===== src/hw/rtl/multichannel_conv1d_defines.svh =====
// Assertion macros for the conv1d block. Each use names its own label.
// The enclosing module supplies clk and rst.
`ifndef MULTICHANNEL_CONV1D_DEFINES_SVH
`define MULTICHANNEL_CONV1D_DEFINES_SVH
`ifndef SYNTHESIS
`define MC1D_ASSERT_IMPL(label, ante, cons, msg) \
  label: assert property (@(posedge clk) disable iff (rst) (ante) |-> (cons)) else $error(msg);
`define MC1D_ASSERT_NXT(label, ante, cons, msg) \
  label: assert property (@(posedge clk) disable iff (rst) (ante) |=> (cons)) else $error(msg);
`else
`define MC1D_ASSERT_IMPL(label, ante, cons, msg)
`define MC1D_ASSERT_NXT(label, ante, cons, msg)
`endif
`endif


===== src/hw/rtl/mc1d_pkg.sv =====
package mc1d_pkg;

  localparam int IN_CH_DEF  = 2;
  localparam int OUT_CH_DEF = 32;
  localparam int K_MAX_DEF  = 16;

  localparam int VALUE_W    = 16;
  localparam int PROD_W     = 32;
  localparam int ACC_W      = 48;
  localparam int RCH_W      = 5;
  localparam int WOC_W      = 5;
  localparam int WTAP_W     = 4;
  localparam int CFG_IDX_W  = 2;
  localparam int CFG_DATA_W = 6;
  localparam int NIN_REG_W  = 2;
  localparam int NOUT_REG_W = 6;
  localparam int TAPS_REG_W = 5;
  localparam int STEPS_W    = 5;
  localparam int STEPS_SAT  = 31;

  localparam logic OP_WEIGHT = 1'b0;
  localparam logic OP_SAMPLE = 1'b1;

  localparam logic [CFG_IDX_W-1:0] REG_IN_CH   = 2'd0;
  localparam logic [CFG_IDX_W-1:0] REG_OUT_CH  = 2'd1;
  localparam logic [CFG_IDX_W-1:0] REG_TAPS    = 2'd2;

  // bits needed to index n entries (at least one)
  function automatic int idx_w(input int n);
    return (n > 1) ? $clog2(n) : 1;
  endfunction

  function automatic int taps_max(input int k);
    return (k < STEPS_SAT) ? k : STEPS_SAT;
  endfunction

  typedef enum logic [0:0] {
    ST_IDLE,
    ST_RUN
  } seq_state_t;

  typedef struct packed {
    logic             valid;
    logic             first;
    logic             last;
    logic             step_last;
    logic [RCH_W-1:0] chan;
  } mac_tag_t;

endpackage


===== src/hw/rtl/mc1d_hist.sv =====
module mc1d_hist #(
  parameter int IN_CH = 2,
  parameter int K_MAX = 16
) (
  input  logic                                            clk,
  input  logic                                            shift_en,
  input  logic                                            shift_ch,
  input  logic signed [mc1d_pkg::VALUE_W-1:0]             shift_val,
  input  logic                                            rd_en,
  input  logic [mc1d_pkg::idx_w(IN_CH)-1:0]               rd_ch,
  input  logic [mc1d_pkg::idx_w(K_MAX)-1:0]               rd_idx,
  output logic signed [mc1d_pkg::VALUE_W-1:0]             rd_data
);
  import mc1d_pkg::*;

  // one shift line per input channel, newest sample at the top end
  logic signed [VALUE_W-1:0] line [IN_CH][K_MAX];

  always_ff @(posedge clk) begin
    for (int c = 0; c < IN_CH; c++) begin
      if (shift_en && (int'(shift_ch) == c)) begin
        for (int k = 0; k < K_MAX - 1; k++) begin
          line[c][k] <= line[c][k+1];
        end
        line[c][K_MAX-1] <= shift_val;
      end
    end
    if (rd_en) begin
      rd_data <= line[rd_ch][rd_idx];
    end
  end

endmodule


===== config.mk =====
export PLATFORM = sky130hd
export DESIGN_NAME = mc1d_hist
export DESIGN_NICKNAME = d
export VERILOG_FILES = /design/src/hw/rtl/multichannel_conv1d_defines.svh /design/src/hw/rtl/mc1d_pkg.sv /design/src/hw/rtl/mc1d_hist.sv
export SDC_FILE = /design/constraint.sdc
export NUM_CORES = 1
export LEC_CHECK = 0
export BUFFER_PORTS_ARGS = -buffer_cell sky130_fd_sc_hd__buf_4
export CAP_MARGIN = 20
export CORE_MARGIN = 3
export CORE_UTILIZATION = 50
export CTS_CLUSTER_SIZE = 30
export DETAILED_ROUTE_END_ITERATION = 7
export GPL_ROUTABILITY_DRIVEN = 0
export GPL_TIMING_DRIVEN = 0
export PLACE_DENSITY_LB_ADDON = 0.15
export SYNTH_ARGS = -nofsm -noshare
export SYNTH_HDL_FRONTEND = slang
export SYNTH_SLANG_ARGS = --single-unit

===== constraint.sdc =====
create_clock -name clk -period 14.5 [get_ports clk]
set_input_delay 1.45 -clock clk [delete_from_list [all_inputs] [get_ports clk]]
set_output_delay 1.45 -clock clk [all_outputs]
set_load 0.005 [all_outputs]

# Word-level counts from Yosys, hierarchy flattened
# Memory sizes are Yosys's and may differ from the RTL's.
# Cells that the tools add are included.
[totals] reg_bits=16 ramBits=512 memories=1 wordCells=18 input_bits=25
[classes] n_bitwise=2 mux=10 n_reduce_logical=3 n_lt_le_gt_ge=1
[memory_table] name="line" words=2 width=256 rd=3 rd_clocked_by_memory_dff=0 wr=1 line="mc1d_hist.sv:17" source="logic signed [VALUE_W-1:0] line [IN_CH][K_MAX];"
[ops] op="256-bit 2-to-1 mux" count=1
[ops] op="256-bit OR reduction" count=1
[ops] op="16-bit binary-select mux with 4-bit select" count=1
[ops] op="16-bit 2-to-1 mux" count=2
[ops] op="1-bit 2-to-1 mux" count=6
[ops] op="5-bit >= comparator, second input constant" count=1
[ops] op="4-bit inverter with 5-bit output" count=1
[ops] op="1-bit logical AND" count=2
[ops] op="1-bit inverter" count=1

# Longest topological paths before layout
[depth] depth_word=5 ltp_mapped=8 mapped_depth_nobuf=5

# Least setup slack after synthesis
# OpenSTA, ideal clock, no wires.
[synth_timing] path_kind="in2reg" startpoint="input port shift_ch" endpoint="memory line[0][0] (netlist name) (enable)" slack_ns=0.819 t_arrival_ns=12.769 required_time_ns=13.588 setup_time_ns=0.912 path_stages=1 cell_sequence="nor2b_1"
[synth_via] elab_chain_cells=5
[synth_rtl] element="start, declared" line="mc1d_hist.sv:7" source="input logic shift_ch,"
[synth_rtl] element="1-bit logical AND or 1-bit inverter (tied branches)" line="mc1d_hist.sv:21" source="if (shift_en && (int'(shift_ch) == c)) begin"
[synth_rtl] element="1-bit 2-to-1 mux or 1-bit logical AND (tied branches)" line="mc1d_hist.sv:21"
[synth_rtl] element="1-bit 2-to-1 mux (on tied branches)" line="mc1d_hist.sv:23, mc1d_hist.sv:25, mc1d_hist.sv:21"
[synth_rtl] element="256-bit OR reduction (no line) or 1-bit 2-to-1 mux (tied branches)"
[synth_rtl] element="1-bit 2-to-1 mux (no line)"
[synth_rtl] element="end, declared" line="mc1d_hist.sv:17"
# Several ways; a longest one is shown, not always the timed one.

# Final worst setup path
[layout_timing] startpoint="input port shift_ch" endpoint="memory line[0][198] (netlist name) (enable)"
[layout_via] elab_chain_cells=5
[layout_rtl] element="1-bit logical AND or 1-bit inverter (tied branches)" line="mc1d_hist.sv:21"
[layout_rtl] element="1-bit 2-to-1 mux or 1-bit logical AND (tied branches)" line="mc1d_hist.sv:21"
[layout_rtl] element="1-bit 2-to-1 mux (on tied branches)" line="mc1d_hist.sv:23, mc1d_hist.sv:25, mc1d_hist.sv:21"
[layout_rtl] element="256-bit OR reduction (no line) or 1-bit 2-to-1 mux (tied branches)"
[layout_rtl] element="1-bit 2-to-1 mux (no line)"
# Several ways; a longest one is shown, not always the timed one.

==> flow_summary.toml <==
[final_layout]
antenna_cells = 0
drive_above_1_share = 0.1395
area_growth_syn_to_layout_pct = 14.06
fin_area_mm2 = 0.02338
final_util = 0.5831
fin_nets = 1229

[route]
ant_nets = 0
wl_um = 38750
wl_met3_um = 1664
dr.first_iter.drc_count = 716
drt-wirelength-per-cell_um = 21.87
drt-met1-wl_um = 16860
avgViaCountPerCell = 5.498
highest_layer = "met4"
drc = 0
wl_met2_um = 19130
first_pass_iters = 5
via_count = 9742

[clock_tree]
clock_latency_ns = 0.57
cts_hold_buf = 0
clock_sinks = 528
cts_made_buffers = 53
root_buffer = "clkbuf_16"
cts_tree = "built"
cts_buffer_depth = 3
cts.repair.resized = 0
postCtsSetupBuffers = 0
cts.htree.levels = 2
cts.clk_slew.worst_paths_ns = 0.06

[sta]
slew_violations = 0
setup_viol = 0
tns_ns = 0
post-route-period-util = 0.2293
tightestPinTransition_ns = 0.7495
hold_viol_final = 0
layout_min_cycle_time_ns = 3.325
rsz0062_at_grt = "no"
max_freq_ghz = 0.3007
fin_skew_ns = 0.01352
timing.slew.headroom = 0.5003
setup_ws_ns = 11.17

[global_routing]
grt_pass1_vias = 10150
antenna_found_initial = 0
gr-total-overflow = 0
grt_max_degree = 62
grt.total_usage = 0.1784
grt_first_pass_wirelength_um = 59150

[power]
vdd_ir_drop_max_uv = 90.40
p_leak_nw = 8.387
power_density_mw_per_mm2 = 138.9

[flow_run]
maxCapViolations = 0

[floorplanning]
coreArea_mm2 = 0.04010
die_w_um = 208.5
die_y_um = 208.5
fp-row-count = 73
start_util = 0.5112
num_io_pins = 41
dieArea_mm2 = 0.04346

[critical_path]
cp.arrival_ns = 3.59
cp-start-kind = "input port"
crit_type = "input port to flip-flop"
worstPathRequired_ns = 14.77
worst-path-max-fanout = 30
endpoint_kind = "flip-flop"

[yosys]
synthDistinctLibCells = 21
avgSynthCellArea_um2 = 18.65
ys_seq_elements = 528
yosys_warnings = 0
synth_cells = 1099
synth_area_mm2 = 0.02050
syn-num-nets = 1124
yosysSeqAreaShare = 0.7735

[status]
status = "completed"

[placement]
placed_cell_area_mm2 = 0.02175
port_buffers = 37
pre_cts_ws_ns = 10.53
dp_hpwl_um = 26180

[min_path]
min_path_type = "flip-flop to flip-flop"
-- report_power, final --
group	internal, mW	switching (mW)
clock	0.743	0.538
sequential	1.75	0.0240
combinational	0.0769	0.117
-- synth_stat cells --
cell / number / area, um^2
nor3_1: 16 / 80.08
buf_2: 19 / 95.09
and2_1: 2 / 12.51
edfxtp_1: 528 / 15860
buf_8: 6 / 90.09
a31oi_1: 16 / 100.1
nand4_1: 16 / 100.1
nand2_1: 32 / 120.1
mux2i_1: 256 / 2562
a22o_1: 32 / 280.3
buf_6: 6 / 67.56
buf_12: 5 / 100.1
nor2b_1: 3 / 18.77
nand2b_1: 2 / 12.51
nand3_1: 32 / 160.2
buf_4: 19 / 142.6
nor2_4: 1 / 11.26
a22oi_1: 64 / 480.5
clkbuf_1: 11 / 41.29
or2_1: 1 / 6.260
a21oi_1: 32 / 160.2
-- logic make-up after synthesis --
group / Yosys count / share of synthesized area
simple gates: 105 / 0.02546
compound gates: 144 / 0.04981
buf+inv: 66 / 0.02619
flops: 528 / 0.7735
mux: 256 / 0.1250
-- flip-flops by register name, indices dropped and copies added, names as in the netlist --
name	cells
rd_data	16
line	512
-- metal layers --
metal | vias to the layer above | global-route usage
li1 | 4635 | -
met1 | 4860 | 0.2446
met2 | 183 | 0.2955
met3 | 64 | 0.02835
met4 | 0 | 0.05766
met5 | - | 0
-- cell type report --
class                      instances  area [um^2]
clock buffer                      69         1429
sequential                       528        15860
buffer                            66        536.8
multi-input combinational        505         4115
fill                            3023        16720
timing repair buffer              50        583.1
clock inverter                    29        203.9
tap                              525        656.9
-- worst max-delay path, stage by stage --
cell	delay, ns
buf_4	0.12
nor2b_4	0.51
buf_12	0.29
buf_12	0.23
buf_12	0.24
buf_12	0.24
buf_16	0.20
buf_12	0.22
-- worst paths after layout --
path                               start                endpoint  slack (ns)  cells past startpoint
setup reg to reg  line[0][248]$_DFFE_PP_    rd_data[8]$_DFFE_PP_       13.00                      5
hold reg to reg   line[1][126]$_DFFE_PP_  line[1][142]$_DFFE_PP_        0.44                      0
hold / removal    line[1][126]$_DFFE_PP_  line[1][142]$_DFFE_PP_        0.44                      0
setup / recovery                shift_ch  line[0][198]$_DFFE_PP_       11.17                      8
-- cell usage in the layout, fill, tap and decap left out --
cell type / instances
clkinv_2: 6
inv_6: 1
edfxtp_1: 528
nor2b_4: 1
nor3_1: 16
bufinv_16: 3
clkbuf_1: 25
and2_1: 1
buf_6: 6
nor2b_1: 2
a31oi_1: 16
clkinvlp_4: 1
buf_4: 56
nor2_4: 1
buf_2: 19
a21oi_1: 32
clkinv_1: 18
nand4_1: 16
buf_16: 6
nand3_1: 32
mux2i_1: 256
and2_4: 1
buf_12: 12
a22o_1: 32
clkbuf_16: 55
nand2_1: 32
buf_8: 6
nand2b_1: 2
or2_1: 1
a22oi_1: 64
-- per-stage QoR --
stage                     hold WS [ns]  std cells  total power [mW]
after global placement          0.4271       1661             2.018
after floorplan                 0.4257       1099             1.940
after CTS                       0.4302       1772             3.277
final                           0.4378       1772             3.247
after detailed placement        0.4305       1674             2.001
after global routing            0.4457       1772             3.361
(Power assumes the default switching activity.)
