===== src/hw/rtl/multichannel_conv1d_defines.svh =====
// Assertion macros for the conv1d block. Each use names its own label.
// The enclosing module supplies clk and rst.
`ifndef MULTICHANNEL_CONV1D_DEFINES_SVH
`define MULTICHANNEL_CONV1D_DEFINES_SVH
`ifndef SYNTHESIS
`define MC1D_ASSERT_IMPL(label, ante, cons, msg) \
  label: assert property (@(posedge clk) disable iff (rst) (ante) |-> (cons)) else $error(msg);
`define MC1D_ASSERT_NXT(label, ante, cons, msg) \
  label: assert property (@(posedge clk) disable iff (rst) (ante) |=> (cons)) else $error(msg);
`else
`define MC1D_ASSERT_IMPL(label, ante, cons, msg)
`define MC1D_ASSERT_NXT(label, ante, cons, msg)
`endif
`endif


===== src/hw/rtl/mc1d_pkg.sv =====
package mc1d_pkg;

  localparam int IN_CH_DEF  = 2;
  localparam int OUT_CH_DEF = 32;
  localparam int K_MAX_DEF  = 16;

  localparam int VALUE_W    = 16;
  localparam int PROD_W     = 32;
  localparam int ACC_W      = 48;
  localparam int RCH_W      = 5;
  localparam int WOC_W      = 5;
  localparam int WTAP_W     = 4;
  localparam int CFG_IDX_W  = 2;
  localparam int CFG_DATA_W = 6;
  localparam int NIN_REG_W  = 2;
  localparam int NOUT_REG_W = 6;
  localparam int TAPS_REG_W = 5;
  localparam int STEPS_W    = 5;
  localparam int STEPS_SAT  = 31;

  localparam logic OP_WEIGHT = 1'b0;
  localparam logic OP_SAMPLE = 1'b1;

  localparam logic [CFG_IDX_W-1:0] REG_IN_CH   = 2'd0;
  localparam logic [CFG_IDX_W-1:0] REG_OUT_CH  = 2'd1;
  localparam logic [CFG_IDX_W-1:0] REG_TAPS    = 2'd2;

  // bits needed to index n entries (at least one)
  function automatic int idx_w(input int n);
    return (n > 1) ? $clog2(n) : 1;
  endfunction

  function automatic int taps_max(input int k);
    return (k < STEPS_SAT) ? k : STEPS_SAT;
  endfunction

  typedef enum logic [0:0] {
    ST_IDLE,
    ST_RUN
  } seq_state_t;

  typedef struct packed {
    logic             valid;
    logic             first;
    logic             last;
    logic             step_last;
    logic [RCH_W-1:0] chan;
  } mac_tag_t;

endpackage


===== src/hw/rtl/mc1d_mac.sv =====
`include "multichannel_conv1d_defines.svh"

module mc1d_mac (
  input  logic                                 clk,
  input  logic                                 rst,
  input  mc1d_pkg::mac_tag_t                   tag0,
  input  logic signed [mc1d_pkg::VALUE_W-1:0]  weight,
  input  logic signed [mc1d_pkg::VALUE_W-1:0]  sample,
  output logic                                 adv,
  output logic                                 busy,
  output logic                                 out_valid,
  input  logic                                 out_stall,
  output logic [mc1d_pkg::RCH_W-1:0]           result_channel,
  output logic signed [mc1d_pkg::ACC_W-1:0]    result_value,
  output logic                                 last_of_step
);
  import mc1d_pkg::*;

  mac_tag_t                tag1, tag2;
  logic signed [PROD_W-1:0] prod;
  logic signed [ACC_W-1:0]  acc, sum;

  // whole pipeline freezes while an untaken word sits in the output register
  assign adv  = !out_valid || !out_stall;
  assign busy = tag1.valid || tag2.valid;
  assign sum  = (tag2.first ? '0 : acc) + {{(ACC_W-PROD_W){prod[PROD_W-1]}}, prod};

  always_ff @(posedge clk) begin
    if (adv) begin
      prod <= weight * sample;
      if (tag2.valid) acc <= sum;
      if (tag2.valid && tag2.last) begin
        result_channel <= tag2.chan;
        result_value   <= sum;
        last_of_step   <= tag2.step_last;
      end
    end
  end

  always_ff @(posedge clk) begin
    if (rst) begin
      tag1      <= '0;
      tag2      <= '0;
      out_valid <= 1'b0;
    end else if (adv) begin
      tag1      <= tag0;
      tag2      <= tag1;
      out_valid <= tag2.valid && tag2.last;
    end
  end

  `MC1D_ASSERT_IMPL(a_step_last_ends_sum, tag2.valid && tag2.step_last, tag2.last, "step end not on a sum end")
  `MC1D_ASSERT_NXT(a_freeze, !adv, $stable(tag2) && $stable(tag1), "pipeline moved while frozen")

endmodule


===== config.mk =====
export PLATFORM = sky130hd
export DESIGN_NAME = mc1d_mac
export DESIGN_NICKNAME = d
export VERILOG_FILES = /design/src/hw/rtl/mc1d_pkg.sv /design/src/hw/rtl/mc1d_mac.sv
export VERILOG_INCLUDE_DIRS = /design/src /design/src/hw/rtl
export SDC_FILE = /design/constraint.sdc
export NUM_CORES = 1
export LEC_CHECK = 0
export BUFFER_PORTS_ARGS = -buffer_cell sky130_fd_sc_hd__buf_2
export CORE_MARGIN = 4
export CORE_UTILIZATION = 35
export CTS_CLUSTER_SIZE = 10
export DETAILED_ROUTE_END_ITERATION = 8
export PLACE_DENSITY = 0.48
export RECOVER_POWER = 50
export SETUP_SLACK_MARGIN = 0.15
export SYNTH_ARGS = -nofsm -noshare
export SYNTH_HDL_FRONTEND = slang
export SYNTH_SLANG_ARGS = --single-unit
export TNS_END_PERCENT = 1

===== constraint.sdc =====
create_clock -name clk -period 6.8 [get_ports clk]
set_input_delay 0.68 -clock clk [delete_from_list [all_inputs] [get_ports clk]]
set_output_delay 0.68 -clock clk [all_outputs]
set_load 0.01 [all_outputs]

# --- After elaboration in Yosys (flattened, before gate mapping) ---
# Cells that the tools add are included.
op_classes:
  n_addsub: 1
  mux: 1
  reduce_logical: 7
  mul: 1
op_table:
  columns: ["operator", "count"]
  rows:
  - ["$add A48 B48 Y48", 1]
  - ["$mux W48", 1]
  - ["$mul A16 B16 Y32", 1]
  - ["$reduce_and A2 Y1", 2]
  - ["$logic_not A1 Y1", 2]
  - ["$logic_or A1 B1 Y1", 2]
  - ["$logic_and A1 B1 Y1", 1]
word_totals:
  word_cells: 26
  ff_bits: 153
  inputBits: 44

# --- Logic depth before layout (Yosys ltp) ---
logic_depth:
  depth_word: 3
  mapped_depth: 25

# --- Worst setup path after synthesis ---
# No wires, ideal clock.
synth_timing:
  path_type: "input port to flip-flop"
  start: "input port weight[15] in the netlist's numbering"
  end: "register prod[31] (data pin)"
  arrival_time_ns: 6.091
  path_stages: 20
  path_slack_ns: 0.444
  required_ns: 6.535
  path_cell_list: "clkbuf_1 -> nand2_1 -> inv_1 -> fa_1 -> inv_1 -> fa_1 -> fa_1 -> fa_1 -> fa_1 -> fa_1 -> inv_1 -> ha_1 -> and4_1 -> and3_1 -> and3_1 -> a2111oi_2 -> nor3b_2 -> nand4_1 -> a311oi_1 -> xnor2_1"
synth_between:
  elab_chain_len: 1
synth_rtl:
  columns: ["element", "line_no", "rtl"]
  rows:
  - ["start, declared", "mc1d_mac.sv:7", "input logic signed [mc1d_pkg::VALUE_W-1:0] weight,"]
  - ["$mul A16 B16 Y32", "mc1d_mac.sv:30", "prod <= weight * sample;"]
  - ["end signal, assigned", "mc1d_mac.sv:30", null]
  - ["end, declared", "mc1d_mac.sv:20", "logic signed [PROD_W-1:0] prod;"]
# No other way between the ends.
# A chain may end at the register's enable or synchronous reset.

# --- Worst setup path after layout ---
layout_timing:
  start: "input port weight[10] in the netlist's numbering"
  end: "register prod[31] (data pin)"
# Same word-level chain as after synthesis.

==> run metrics <==
skew final=0.01201 ns; status=finished with violations; largest net degree at the start of global routing=53; area growth from synthesis to layout=9.902%; dpl hpwl=34.85 mm; drt pass-1 iters=5; CTS H-tree depth=4; asr flop ratio synth=0; hold_buf cts=0; crit path launch type=primary input; mapped cell area=17830 sq um; Die Height=~230 um; Worst setup EP type=flop; fmax=roughly 0.16 GHz; Tmin final=6.270 ns; Tcrit/Tclk final=0.9221; Top FF cell, synth=edfxtp_1; post-CTS sizing=0; Post-DRT Antenna Nets=0; first-pass GRT wire length=69.67 mm; Post-Synth Adder-Cell Area=0.3859; worst-margin pin slew=between 2 and 2.5 ns; setup TNS=0 ns; Slew Limit Headroom=-0.6341; total track usage=0.1601; critical path arrival=6.44 ns; die span in x=233.7 um; Placer Congestion=between 0.8 and 0.9; average wire per standard cell=16.44 um; Reg clk slew, reported paths=roughly 0.070 ns; GRT overflow=0; Top-Level Pins=101; TritonCTS Sinks=around 150; TritonCTS clock tree=built; Seq/Total Area, Yosys=0.2470; YS warnings=0; failing checks=capacitance limit, slew limit; max_cap viols=2; final setup fails=0; Inserted Clock Buffers=17; net count after synthesis=2239; worst-path fanout max=16; residual DRC count=0; initial antenna violation count=0; routed vias=12230; # diodes=0; kind of critical path=primary input to flop; initial core utilization=0.3546; Die ar.=roughly 55000 sq um; Simple-Gate Fraction of Synth Area=0.1502; count of cell types in the netlist=67; Hold Crit Depth=0; post-synthesis compound-gate area fraction=0.09629; number of synthesized flops with an enable pin=134; Max Buffers Root-to-Sink=2; Placeable Area=approximately 50000 sq um; largest family of logic cells by synthesized area=adder cells; Req. time, crit path=6.97 ns; share of cells above drive strength 1=0.06280; starting DRC count in detailed routing=436; row count=82; number of global-route vias before repair=12970; port bufs=100; RSZ-0062 raised after global routing=false; Final #Nets=~2300; R2R depth=11; mux contribution to synthesized area=0; clk_lat worst skew=around 0.44 ns; Post-Syn Area per Cell=9.888 sq um; class of the worst hold path=flop to flop; Root Buffer=clkbuf_16; Mapped Cells=around 1800; Pins Over Slew Limit=95; Hold Fails Final Rpt=0; post-CTS setup buffers=0; drt total wl=between 40 and 50 mm; Synth Register Bits=about 150; Post-Synth XOR/XNOR Area=0.03684; DR vias/cell=between 4 and 5
==> cell usage after synthesis (3+ instances only) <==
cell	count	area share
or2_2	3	0.0011
a31oi_1	4	0.0014
edfxtp_1	134	0.23
and4_1	8	0.0039
o211ai_1	5	0.0021
dfxtp_1	19	0.021
nor2_1	59	0.012
a41oi_1	4	0.0020
nor2b_1	54	0.019
a21oi_1	89	0.025
o21a_1	11	0.0046
nand2b_1	17	0.0060
nor4_1	4	0.0014
a211oi_1	6	0.0025
buf_2	3	0.00084
and3_1	10	0.0035
xnor2_1	48	0.024
ha_1	129	0.091
o21ai_0	39	0.011
nand4_1	13	0.0046
nor3_1	13	0.0036
nand3_1	12	0.0034
clkbuf_1	62	0.013
fa_1	263	0.30
nand2_1	202	0.043
xor2_1	27	0.013
a211o_1	3	0.0015
and2_1	127	0.045
o2111ai_1	3	0.0015
a21boi_0	3	0.0013
inv_1	331	0.070
a311oi_1	5	0.0025
a21o_1	40	0.017
o21bai_1	10	0.0042
==> sequential cells by signal, indices dropped and copies added (netlist names) <==
| signal | count |
|---|---|
| acc | 48 |
| result_value | 48 |
| prod | 32 |
| tag1 | 9 |
| tag2 | 9 |
| result_channel | 5 |
| last_of_step | 1 |
| out_valid | 1 |
==> cells by family after synthesis <==
group | Yosys count
compound gates | 255
xor+xnor | 75
fa+ha+maj | 392
buf+inv | 397
flops | 153
simple gates | 531
==> routing by layer <==
metal,GRT usage,vias up,routed length [um]
met5,0,-,0
met4,0.03602,0,424
met3,0.02378,26,1708
met2,0.2518,224,18950
met1,0.2342,6057,21120
li1,-,5920,-
==> critical path, stage by stage <==
cell	delay, ns
buf_2	0.22
and2_1	0.23
fa_1	0.51
inv_1	0.05
fa_1	0.46
fa_1	0.55
inv_1	0.07
fa_1	0.49
fa_1	0.50
inv_1	0.05
fa_1	0.47
inv_1	0.04
ha_1	0.37
and4_1	0.27
and3_1	0.22
and3_1	0.20
a2111oi_2	0.09
nor3b_2	0.34
nand4_1	0.17
a311oi_1	0.34
xnor2_1	0.11
==> final timing paths <==
path / startpoint / to / slack [ns]
min: tag2[2] / result_channel[2] / 0.43
max reg2reg: tag2[7] / acc[40] / 2.36
min reg2reg: tag2[2] / result_channel[2] / 0.43
max: weight[10] / prod[31] / 0.53
==> area by class of cell <==
| class | instances | area [sq um] |
|---|---|---|
| clock buffer | 18 | 429.2 |
| clock inverter | 14 | 131.4 |
| fill | 5085 | 30680 |
| inverter | 331 | 1242 |
| multi-input combinational | 1253 | 11930 |
| sequential | 153 | 4404 |
| tap | 672 | 840.8 |
| timing repair buffer | 126 | 614.3 |
==> placed cells by master (no fill, tap or decap), drive strengths merged, types with 5 or more instances in the layout <==
cell	count
nor2b	54
a21o	40
o21a	12
nor3	13
o31ai	5
and2	127
and3	11
nand3	12
nand2	202
inv	340
edfxtp	134
o21bai	10
clkinv	5
dfxtp	19
xor2	27
nand2b	17
buf	67
ha	129
a21oi	91
a211oi	6
o211ai	5
nor2	60
o21ai	41
clkbuf	77
nand4	13
fa	263
xnor2	48
a311oi	5
and4	8
==> per-stage QoR <==
step	setup WS [ns]	utilization	cell area [sq um]	hold slack [ns]	instances
6_report	0.5297	0.3897	19590	0.4340	2567
3_3_place_gp	0.1423	0.3803	19120	0.4136	2535
2_1_floorplan	0.4441	-	17830	0.4081	1803
3_5_place_dp	0.07547	0.3803	19120	0.4184	2535
4_1_cts	0.5737	0.3914	19680	0.4353	2567
5_1_grt	0.2392	0.3897	19590	0.4454	2567
Power is not shown: default switching activity piles up to over one toggle a cycle in this logic, so the estimate is an artifact.
