<file path="src/hw/rtl/multichannel_conv1d_defines.svh">
// Assertion macros for the conv1d block. Each use names its own label.
// The enclosing module supplies clk and rst.
`ifndef MULTICHANNEL_CONV1D_DEFINES_SVH
`define MULTICHANNEL_CONV1D_DEFINES_SVH
`ifndef SYNTHESIS
`define MC1D_ASSERT_IMPL(label, ante, cons, msg) \
  label: assert property (@(posedge clk) disable iff (rst) (ante) |-> (cons)) else $error(msg);
`define MC1D_ASSERT_NXT(label, ante, cons, msg) \
  label: assert property (@(posedge clk) disable iff (rst) (ante) |=> (cons)) else $error(msg);
`else
`define MC1D_ASSERT_IMPL(label, ante, cons, msg)
`define MC1D_ASSERT_NXT(label, ante, cons, msg)
`endif
`endif

</file>
<file path="src/hw/rtl/mc1d_pkg.sv">
package mc1d_pkg;

  localparam int IN_CH_DEF  = 2;
  localparam int OUT_CH_DEF = 32;
  localparam int K_MAX_DEF  = 16;

  localparam int VALUE_W    = 16;
  localparam int PROD_W     = 32;
  localparam int ACC_W      = 48;
  localparam int RCH_W      = 5;
  localparam int WOC_W      = 5;
  localparam int WTAP_W     = 4;
  localparam int CFG_IDX_W  = 2;
  localparam int CFG_DATA_W = 6;
  localparam int NIN_REG_W  = 2;
  localparam int NOUT_REG_W = 6;
  localparam int TAPS_REG_W = 5;
  localparam int STEPS_W    = 5;
  localparam int STEPS_SAT  = 31;

  localparam logic OP_WEIGHT = 1'b0;
  localparam logic OP_SAMPLE = 1'b1;

  localparam logic [CFG_IDX_W-1:0] REG_IN_CH   = 2'd0;
  localparam logic [CFG_IDX_W-1:0] REG_OUT_CH  = 2'd1;
  localparam logic [CFG_IDX_W-1:0] REG_TAPS    = 2'd2;

  // bits needed to index n entries (at least one)
  function automatic int idx_w(input int n);
    return (n > 1) ? $clog2(n) : 1;
  endfunction

  function automatic int taps_max(input int k);
    return (k < STEPS_SAT) ? k : STEPS_SAT;
  endfunction

  typedef enum logic [0:0] {
    ST_IDLE,
    ST_RUN
  } seq_state_t;

  typedef struct packed {
    logic             valid;
    logic             first;
    logic             last;
    logic             step_last;
    logic [RCH_W-1:0] chan;
  } mac_tag_t;

endpackage

</file>
<file path="src/hw/rtl/mc1d_seq.sv">
`include "multichannel_conv1d_defines.svh"

module mc1d_seq #(
  parameter int IN_CH  = 2,
  parameter int OUT_CH = 32,
  parameter int K_MAX  = 16
) (
  input  logic                                                        clk,
  input  logic                                                        rst,
  input  logic                                                        in_accept,
  input  logic                                                        op,
  input  logic                                                        channel_index,
  input  logic                                                        sequence_start,
  input  logic [mc1d_pkg::idx_w(IN_CH+1)-1:0]                         nin,
  input  logic [mc1d_pkg::idx_w(OUT_CH+1)-1:0]                        nout,
  input  logic [mc1d_pkg::idx_w(mc1d_pkg::taps_max(K_MAX)+1)-1:0]     taps,
  input  logic                                                        adv,
  output logic                                                        hist_shift,
  output logic                                                        running,
  output mc1d_pkg::mac_tag_t                                          tag0,
  output logic [mc1d_pkg::idx_w(OUT_CH*IN_CH*K_MAX)-1:0]              waddr,
  output logic [mc1d_pkg::idx_w(IN_CH)-1:0]                           hist_ch,
  output logic [mc1d_pkg::idx_w(K_MAX)-1:0]                           hist_idx
);
  import mc1d_pkg::*;

  localparam int OC_W = idx_w(OUT_CH);
  localparam int CI_W = idx_w(IN_CH);
  localparam int T_W  = idx_w(K_MAX);
  localparam int WA_W = idx_w(OUT_CH * IN_CH * K_MAX);

  seq_state_t state, state_next;
  logic [OC_W-1:0]    oc;
  logic [CI_W-1:0]    ci;
  logic [T_W-1:0]     t;
  logic [STEPS_W-1:0] steps, steps_base, steps_next;
  logic               closes, go, t_last, ci_last, oc_last;

  // step bookkeeping on each accepted sample
  always_comb begin
    hist_shift = in_accept && (op == OP_SAMPLE) && (int'(channel_index) < int'(nin));
    closes     = hist_shift && (int'(channel_index) == int'(nin) - 1);
    steps_base = sequence_start ? '0 : steps;
    steps_next = steps_base;
    if (closes && (int'(steps_base) != STEPS_SAT)) begin
      steps_next = steps_base + 1'b1;
    end
    go = closes && (int'(steps_next) >= int'(taps));
  end

  assign t_last  = (int'(t) == int'(taps) - 1);
  assign ci_last = (int'(ci) == int'(nin) - 1);
  assign oc_last = (int'(oc) == int'(nout) - 1);

  always_comb begin
    state_next = state;
    case (state)
      ST_IDLE: begin
        if (go) state_next = ST_RUN;
      end
      ST_RUN: begin
        if (adv && t_last && ci_last && oc_last) state_next = ST_IDLE;
      end
      default: state_next = ST_IDLE;
    endcase
  end

  always_comb begin
    running        = (state == ST_RUN);
    tag0.valid     = running;
    tag0.first     = (ci == '0) && (t == '0);
    tag0.last      = ci_last && t_last;
    tag0.step_last = ci_last && t_last && oc_last;
    tag0.chan      = RCH_W'(oc);
    waddr          = WA_W'((int'(oc) * IN_CH + int'(ci)) * K_MAX + int'(t));
    hist_ch        = ci;
    hist_idx       = T_W'(K_MAX - int'(taps) + int'(t));
  end

  always_ff @(posedge clk) begin
    if (rst) begin
      state <= ST_IDLE;
      steps <= '0;
      oc    <= '0;
      ci    <= '0;
      t     <= '0;
    end else begin
      state <= state_next;
      if (hist_shift) steps <= steps_next;
      if (go) begin
        oc <= '0;
        ci <= '0;
        t  <= '0;
      end else if (running && adv) begin
        if (t_last) begin
          t <= '0;
          if (ci_last) begin
            ci <= '0;
            oc <= oc + 1'b1;
          end else begin
            ci <= ci + 1'b1;
          end
        end else begin
          t <= t + 1'b1;
        end
      end
    end
  end

  `MC1D_ASSERT_IMPL(a_go_when_idle, go, state == ST_IDLE, "step started while busy")
  `MC1D_ASSERT_IMPL(a_cnt_range, state == ST_RUN, (int'(oc) < int'(nout)) && (int'(ci) < int'(nin)) && (int'(t) < int'(taps)), "loop counter out of range")

endmodule

</file>
<file path="config.mk">
export PLATFORM = sky130hd
export DESIGN_NAME = mc1d_seq
export DESIGN_NICKNAME = d
export VERILOG_FILES = /design/src/hw/rtl/mc1d_pkg.sv /design/src/hw/rtl/mc1d_seq.sv
export VERILOG_INCLUDE_DIRS = /design/src /design/src/hw/rtl
export SDC_FILE = /design/constraint.sdc
export NUM_CORES = 1
export LEC_CHECK = 0
export BUFFER_PORTS_ARGS = -buffer_cell sky130_fd_sc_hd__buf_2
export CORE_MARGIN = 10
export CORE_UTILIZATION = 35
export DETAILED_ROUTE_END_ITERATION = 6
export HOLD_SLACK_MARGIN = 0.1
export PLACE_DENSITY_LB_ADDON = 0.25
export SLEW_MARGIN = 20
export SYNTH_ARGS = -nofsm -noshare
export SYNTH_HDL_FRONTEND = slang
export SYNTH_SLANG_ARGS = --single-unit
</file>
<file path="constraint.sdc">
create_clock -name clk -period 3.66 [get_ports clk]
set_clock_uncertainty 0.1 [all_clocks]
set_input_delay 0.366 -clock clk [delete_from_list [all_inputs] [get_ports clk]]
set_output_delay 0.366 -clock clk [all_outputs]
set_load 0.005 [all_outputs]
</file>
# Word-level counts from Yosys, hierarchy flattened
# Cells that the tools add are included.
# W data, S select, Z words.
totals:
  ff_bits: 16
  latch_bits: 0
  mem_bits_rw: 0
  rom_bits: 0
  out_inout_bits: 26
  word_cells: 48
  memories: 0
classes:
  n_addsub: 11
  n_mul: 0
  div: 0
  magnitude_cmp: 2
  n_eq_ne: 5
  shifts: 0
  muxes: 7
  bitwise_logic: 2
  n_reduce_logical: 16
ops:
  columns: ["operator", "n"]
  rows:
  - ["$logic_and A1 B1 Y1", 12]
  - ["$add A10 B4 Y10", 1]
  - ["$add A5 B1 Y5 const B", 2]
  - ["$mux W5", 2]
  - ["$eq A6 B7 Y1", 1]
  - ["$sub A6 B1 Y7 const B", 1]
  - ["$add A6 B1 Y6", 1]
  - ["$eq A2 B3 Y1", 2]
  - ["$eq A5 B6 Y1", 1]
  - ["$sub A5 B1 Y6 const B", 1]
  - ["$ge A5 B5 Y1", 1]
  - ["$ne A5 B1 Y1 const B", 1]
  - ["$add A4 B1 Y4 const B", 1]
  - ["$add A4 B4 Y4", 1]
  - ["$logic_not A4 Y1", 1]
  - ["$mux W4", 1]
  - ["$sub A1 B4 Y4 const A", 1]
  - ["$mux W1", 3]
  - ["$reduce_and A3 Y1", 1]
  - ["$sub A2 B1 Y3 const B", 1]
  - ["$lt A1 B2 Y1", 1]
  - ["$not A1 Y1", 2]
  - ["$pmux W1 S2", 1]
  - ["$reduce_and A2 Y1", 1]
  - ["other kinds (2)", 2]

# Depth between registers and ports, before layout
logic_depth:
  depth_word: 9
  ltp_mapped: 15
  ltp_nobuf: 14

# Least setup slack after synthesis
# Ideal clock, no wire load.
synth_timing:
  kind: "flip-flop to flip-flop"
  startpoint: "register steps[0]"
  endpoint: "register oc[0]"
  setup_time_ps: 128
  arrival_time_ps: 2981
  path_slack_ps: 451
  path_stages_with_launch: 16
  n_path_buf: 1
  period_less_slack_ps: 3209
  path_cell_list: "dfxtp_1 > nor2b_1 > ha_1 > nand2_1 > nor2_1 > ha_1 > nor4_4 > and4_1 > xnor2_1 > ha_1 > o21a_1 > o21ai_0 > a221oi_1 > or2_1 > clkbuf_1 > nor2_1"
synth_via:
  elab_chain_cells: 7
  word_cells_on_any_way: 8
  classes_between: "1 x add/sub; 1 x order compare; 1 x eq/ne; 2 x mux; 3 x reduce/logical"
synth_lines:
  columns: ["element", "line_no", "text"]
  rows:
  - ["from (decl)", "mc1d_seq.sv:36", "logic [STEPS_W-1:0] steps, steps_base, steps_next;"]
  - ["from (signal assigned)", "mc1d_seq.sv:89", "if (hist_shift) steps <= steps_next;"]
  - ["$mux W5 *", "mc1d_seq.sv:43", "steps_base = sequence_start ? '0 : steps;"]
  - ["branches (longest 2 deep; another with $add A5 B1 Y5)", null, null]
  - ["$mux W5 *", "mc1d_seq.sv:45", "if (closes && (int'(steps_base) != STEPS_SAT)) begin"]
  - ["net steps_next[3]", "mc1d_seq.sv:36", null]
  - ["$ge A5 B5 Y1 *", "mc1d_seq.sv:48", "go = closes && (int'(steps_next) >= int'(taps));"]
  - ["$logic_and A1 B1 Y1 *", "mc1d_seq.sv:48", null]
  - ["$reduce_or A2 Y1 (no line) *", null, null]
  - ["to (signal assigned)", "mc1d_seq.sv:99", "oc <= oc + 1'b1;"]
  - ["to (decl)", "mc1d_seq.sv:33", "logic [OC_W-1:0] oc;"]
# Mark *: on every way through the listed nets, which the timed path passes.
# A chain may end at the register's enable or synchronous reset.

# Final worst setup path
# Same ends and word-level chain as after synthesis.

==> results by group <==
Run status
  – Outcome: completed

Yosys
  – Mapped Cells: ~190
  – Share of flip-flops with an asynchronous set or reset: 0%
  – Synthesized area: ~1500 µm²
  – Synthesis-stage register bit count: 16
  – Mapped Nets: 224
  – Syn_area_per_cell: 8.153 µm²
  – Number of synthesized flops with an enable pin: 0
  – Sequential area share after synthesis: 21.12%
  – Unique cell type count in the Yosys netlist: 46
  – Main synth FF type: dfxtp_1
  – Synth warn: 0

Placement
  – Placer Congestion: a little under 0.8
  – Final HPWL DP: between 3000 and 4000 µm
  – Pre-CTS WS: roughly 0.20 ns
  – Cells after DPL: roughly 270
  – Placed instance area: 1755 µm²
  – Port bufs: between 40 and 50

Final layout
  – Most frequent cells in the layout: buf_2 (45), inv_1 (21), ha_1 (17)
  – Filler cell count: around 430
  – Post-Layout Cell Count: between 200 and 300
  – Ratio of cells with drive above 1 in the final layout: between 20% and 30%
  – Synthesis-to-layout area growth: 19.39%
  – N_diodes: 0
  – Post-route cell area: ~1800 µm²
  – Layout net count: 267
  – Commonest non-fill, non-tap cell in the layout: buf_2

STA
  – RSZ-0062 raised after global routing: false
  – Achievable frequency: 0.3045 GHz
  – Setup TNS: 0 ns
  – Slew @ Worst Pin: around 0.44 ns
  – Final Hold Vio Count: 0
  – Slew Limit Fails: 0
  – Hold slack: ~0.27 ns
  – Final setup viols: 0
  – Fin crit share: 89.72%
  – Setup ws final: around 0.38 ns
  – Post-route minimum period: around 3.3 ns
  – Slew headroom: 70.44%

Global route
  – First-pass GRT wire length: 6430 µm
  – GRT Total Usage: between 10% and 20%
  – Antenna violations before repair: 0
  – GR Overflow Total: 0
  – Largest net degree at the start of global routing: 11
  – Vias in the first global route: about 1.4k

Clock network
  – Longest Clk Path Bufs: 2
  – Worst skew pair latency: 0.25 ns
  – Quantity of hold-fixing buffers added after cts: 0
  – Post-CTS setup buffers: 0
  – Clock edge transition at the registers on the reported setup and hold paths: 0.07 ns
  – Cts bufs inserted: 3
  – CTS Root Cell: clkbuf_8
  – Sink Count: 16
  – # H-tree levels: 1
  – CTS tree: built
  – Post_cts resized: 0

Setup path
  – Endpoint class of the critical path: flip-flop
  – Reg2Reg Launch Point: steps[0]
  – Crit path max fanout: 10
  – Crit path launch type: flip-flop
  – Crit path arrival time: 3.31 ns
  – Slowest library cell on the worst path: or2_1
  – Worst Setup SP: steps[0]
  – Setup Crit Path Kind: reg -> reg
  – Worst path most repeated cell: ha_1
  – Worst EP required: around 3.7 ns
  – Worst-path cell chain: nor2b_1, ha_1, nand2_1, nor2_1, ha_1, nor4_4, buf_4, mux2_1, ha_1, o21ai_0, a221oi_1, or2_1, nor2_1
  – Critical Path Max Stage Delay: slightly below 0.4 ns

Die
  – Die Area: around 7400 µm²
  – Die height: about 86 µm
  – Placeable Area: between 4000 and 5000 µm²
  – Rows: 23
  – Initial Utilization: between 30 and 40%
  – Die Wd: approximately 86 µm
  – Io pins: between 40 and 50

Run
  – Max-cap violation count: 0

Routing
  – Detailed Route WL: approximately 3700 µm
  – Detailed Routing Iterations Pass 1: 5
  – Remaining DRCs: 0
  – Initial DRC Count: 35
  – Via count: between 1k and 1.5k
  – DR WL/cell: roughly 13 µm
  – Routed Antenna Nets: 0
  – Vias per cell: between 4 and 5

Min path
  – Worst Hold Class: in -> reg
  – Hold_sp: rst

Power and ir drop
  – P_leak: 0.8803 nW
  – PwrDens: around 230 nW/µm²
  – VDD IR max: roughly 0.15 mV
-- cells by family (layout without fill, tap and decap cells) --
logic type | count (synthesis) | after routing | synth area share, %
AND/OR/NAND/NOR | 66 | 66 | 27.31
XOR/XNOR | 13 | 13 | 8.499
flip-flops | 16 | 16 | 21.12
buffers and inverters | 29 | 71 | 8.911
AO/OA/AOI/OAI | 41 | 41 | 16.67
adder cells (fa/ha/maj) | 18 | 18 | 15.35
multiplexers | 3 | 3 | 2.145
-- worst paths after layout --
kind	slack [ns]	cells after the start	end
worst max-delay path	0.38	13	oc[0]
worst min-delay path	0.27	2	steps[3]
worst max register to register	0.38	13	oc[0]
worst min register to register	0.39	2	steps[1]
-- metrics by stage --
stage,util (%),power (mW)
global placement,42.96,0.2614
floorplan,-,0.2300
detailed placement,42.96,0.2619
global route,44.31,0.4424
CTS,44.31,0.4243
finish,44.31,0.4166
-- cell type report --
cell class	instances	area [µm²]	share of cell area [%]
Multi-Input combinational cell	141	1061	58.60
Sequential cell	16	320.3	17.69
Clock buffer	4	55.05	3.041
Inverter	21	78.83	4.354
Tap cell	50	62.56	3.455
Timing Repair Buffer	46	232.7	12.85
-- flip-flops by register name, summed over array words and instances (netlist names) --
signal   flops
hist_ch      1
t            4
running      1
steps        5
oc           5
-- synthesized netlist by cell type, types with 2 or more instances --
cell      instances  area share (%)
a21o_1            2            0.99
a21oi_1          15             5.0
a22oi_1           2            0.99
a31oi_1           3             1.2
buf_4             7             3.5
dfxtp_1          16              21
ha_1             17              14
inv_1            21             5.2
mux2_1            2             1.5
nand2_1           9             2.2
nand2b_1          7             2.9
nand3_1           5             1.6
nand4_1           2            0.82
nor2_1           11             2.7
nor2b_1           7             2.9
nor3_1            4             1.3
nor4_1            2            0.82
nor4b_1           2             1.2
o211ai_1          2            0.99
o21ai_0           8             2.6
o21ai_1           3            0.99
or3_1             5             2.1
xnor2_1           9             5.2
xor2_1            3             1.7
-- per-layer routing --
layer / wire, µm / GRT usage (%) / part of all wire, % / vias to the layer above
li1: - / - / - / 736
met1: 1809 / 12.99 / 48 / 613
met2: 1774 / 16.89 / 47 / 23
met3: 151 / 2.744 / 4.0 / 2
met4: 10 / 1.347 / 0.27 / 0
met5: 0 / 0 / 0 / -
-- critical path, delay by kind of cell, from the launching register on --
family	cells	cell delay, ns
simple gates	6	1.09
buf+inv	1	0.21
mux	1	0.33
flops	1	0.32
compound gates	2	0.41
fa+ha+maj	3	0.71
-- report_power, final --
part	switching [mW]	internal, mW	total, mW
combinational	0.0458	0.0358	0.0816
clock	0.0644	0.0954	0.160
sequential	0.000479	0.175	0.175
total	0.111	0.306	0.417
Power figures use the tool's default switching activity.
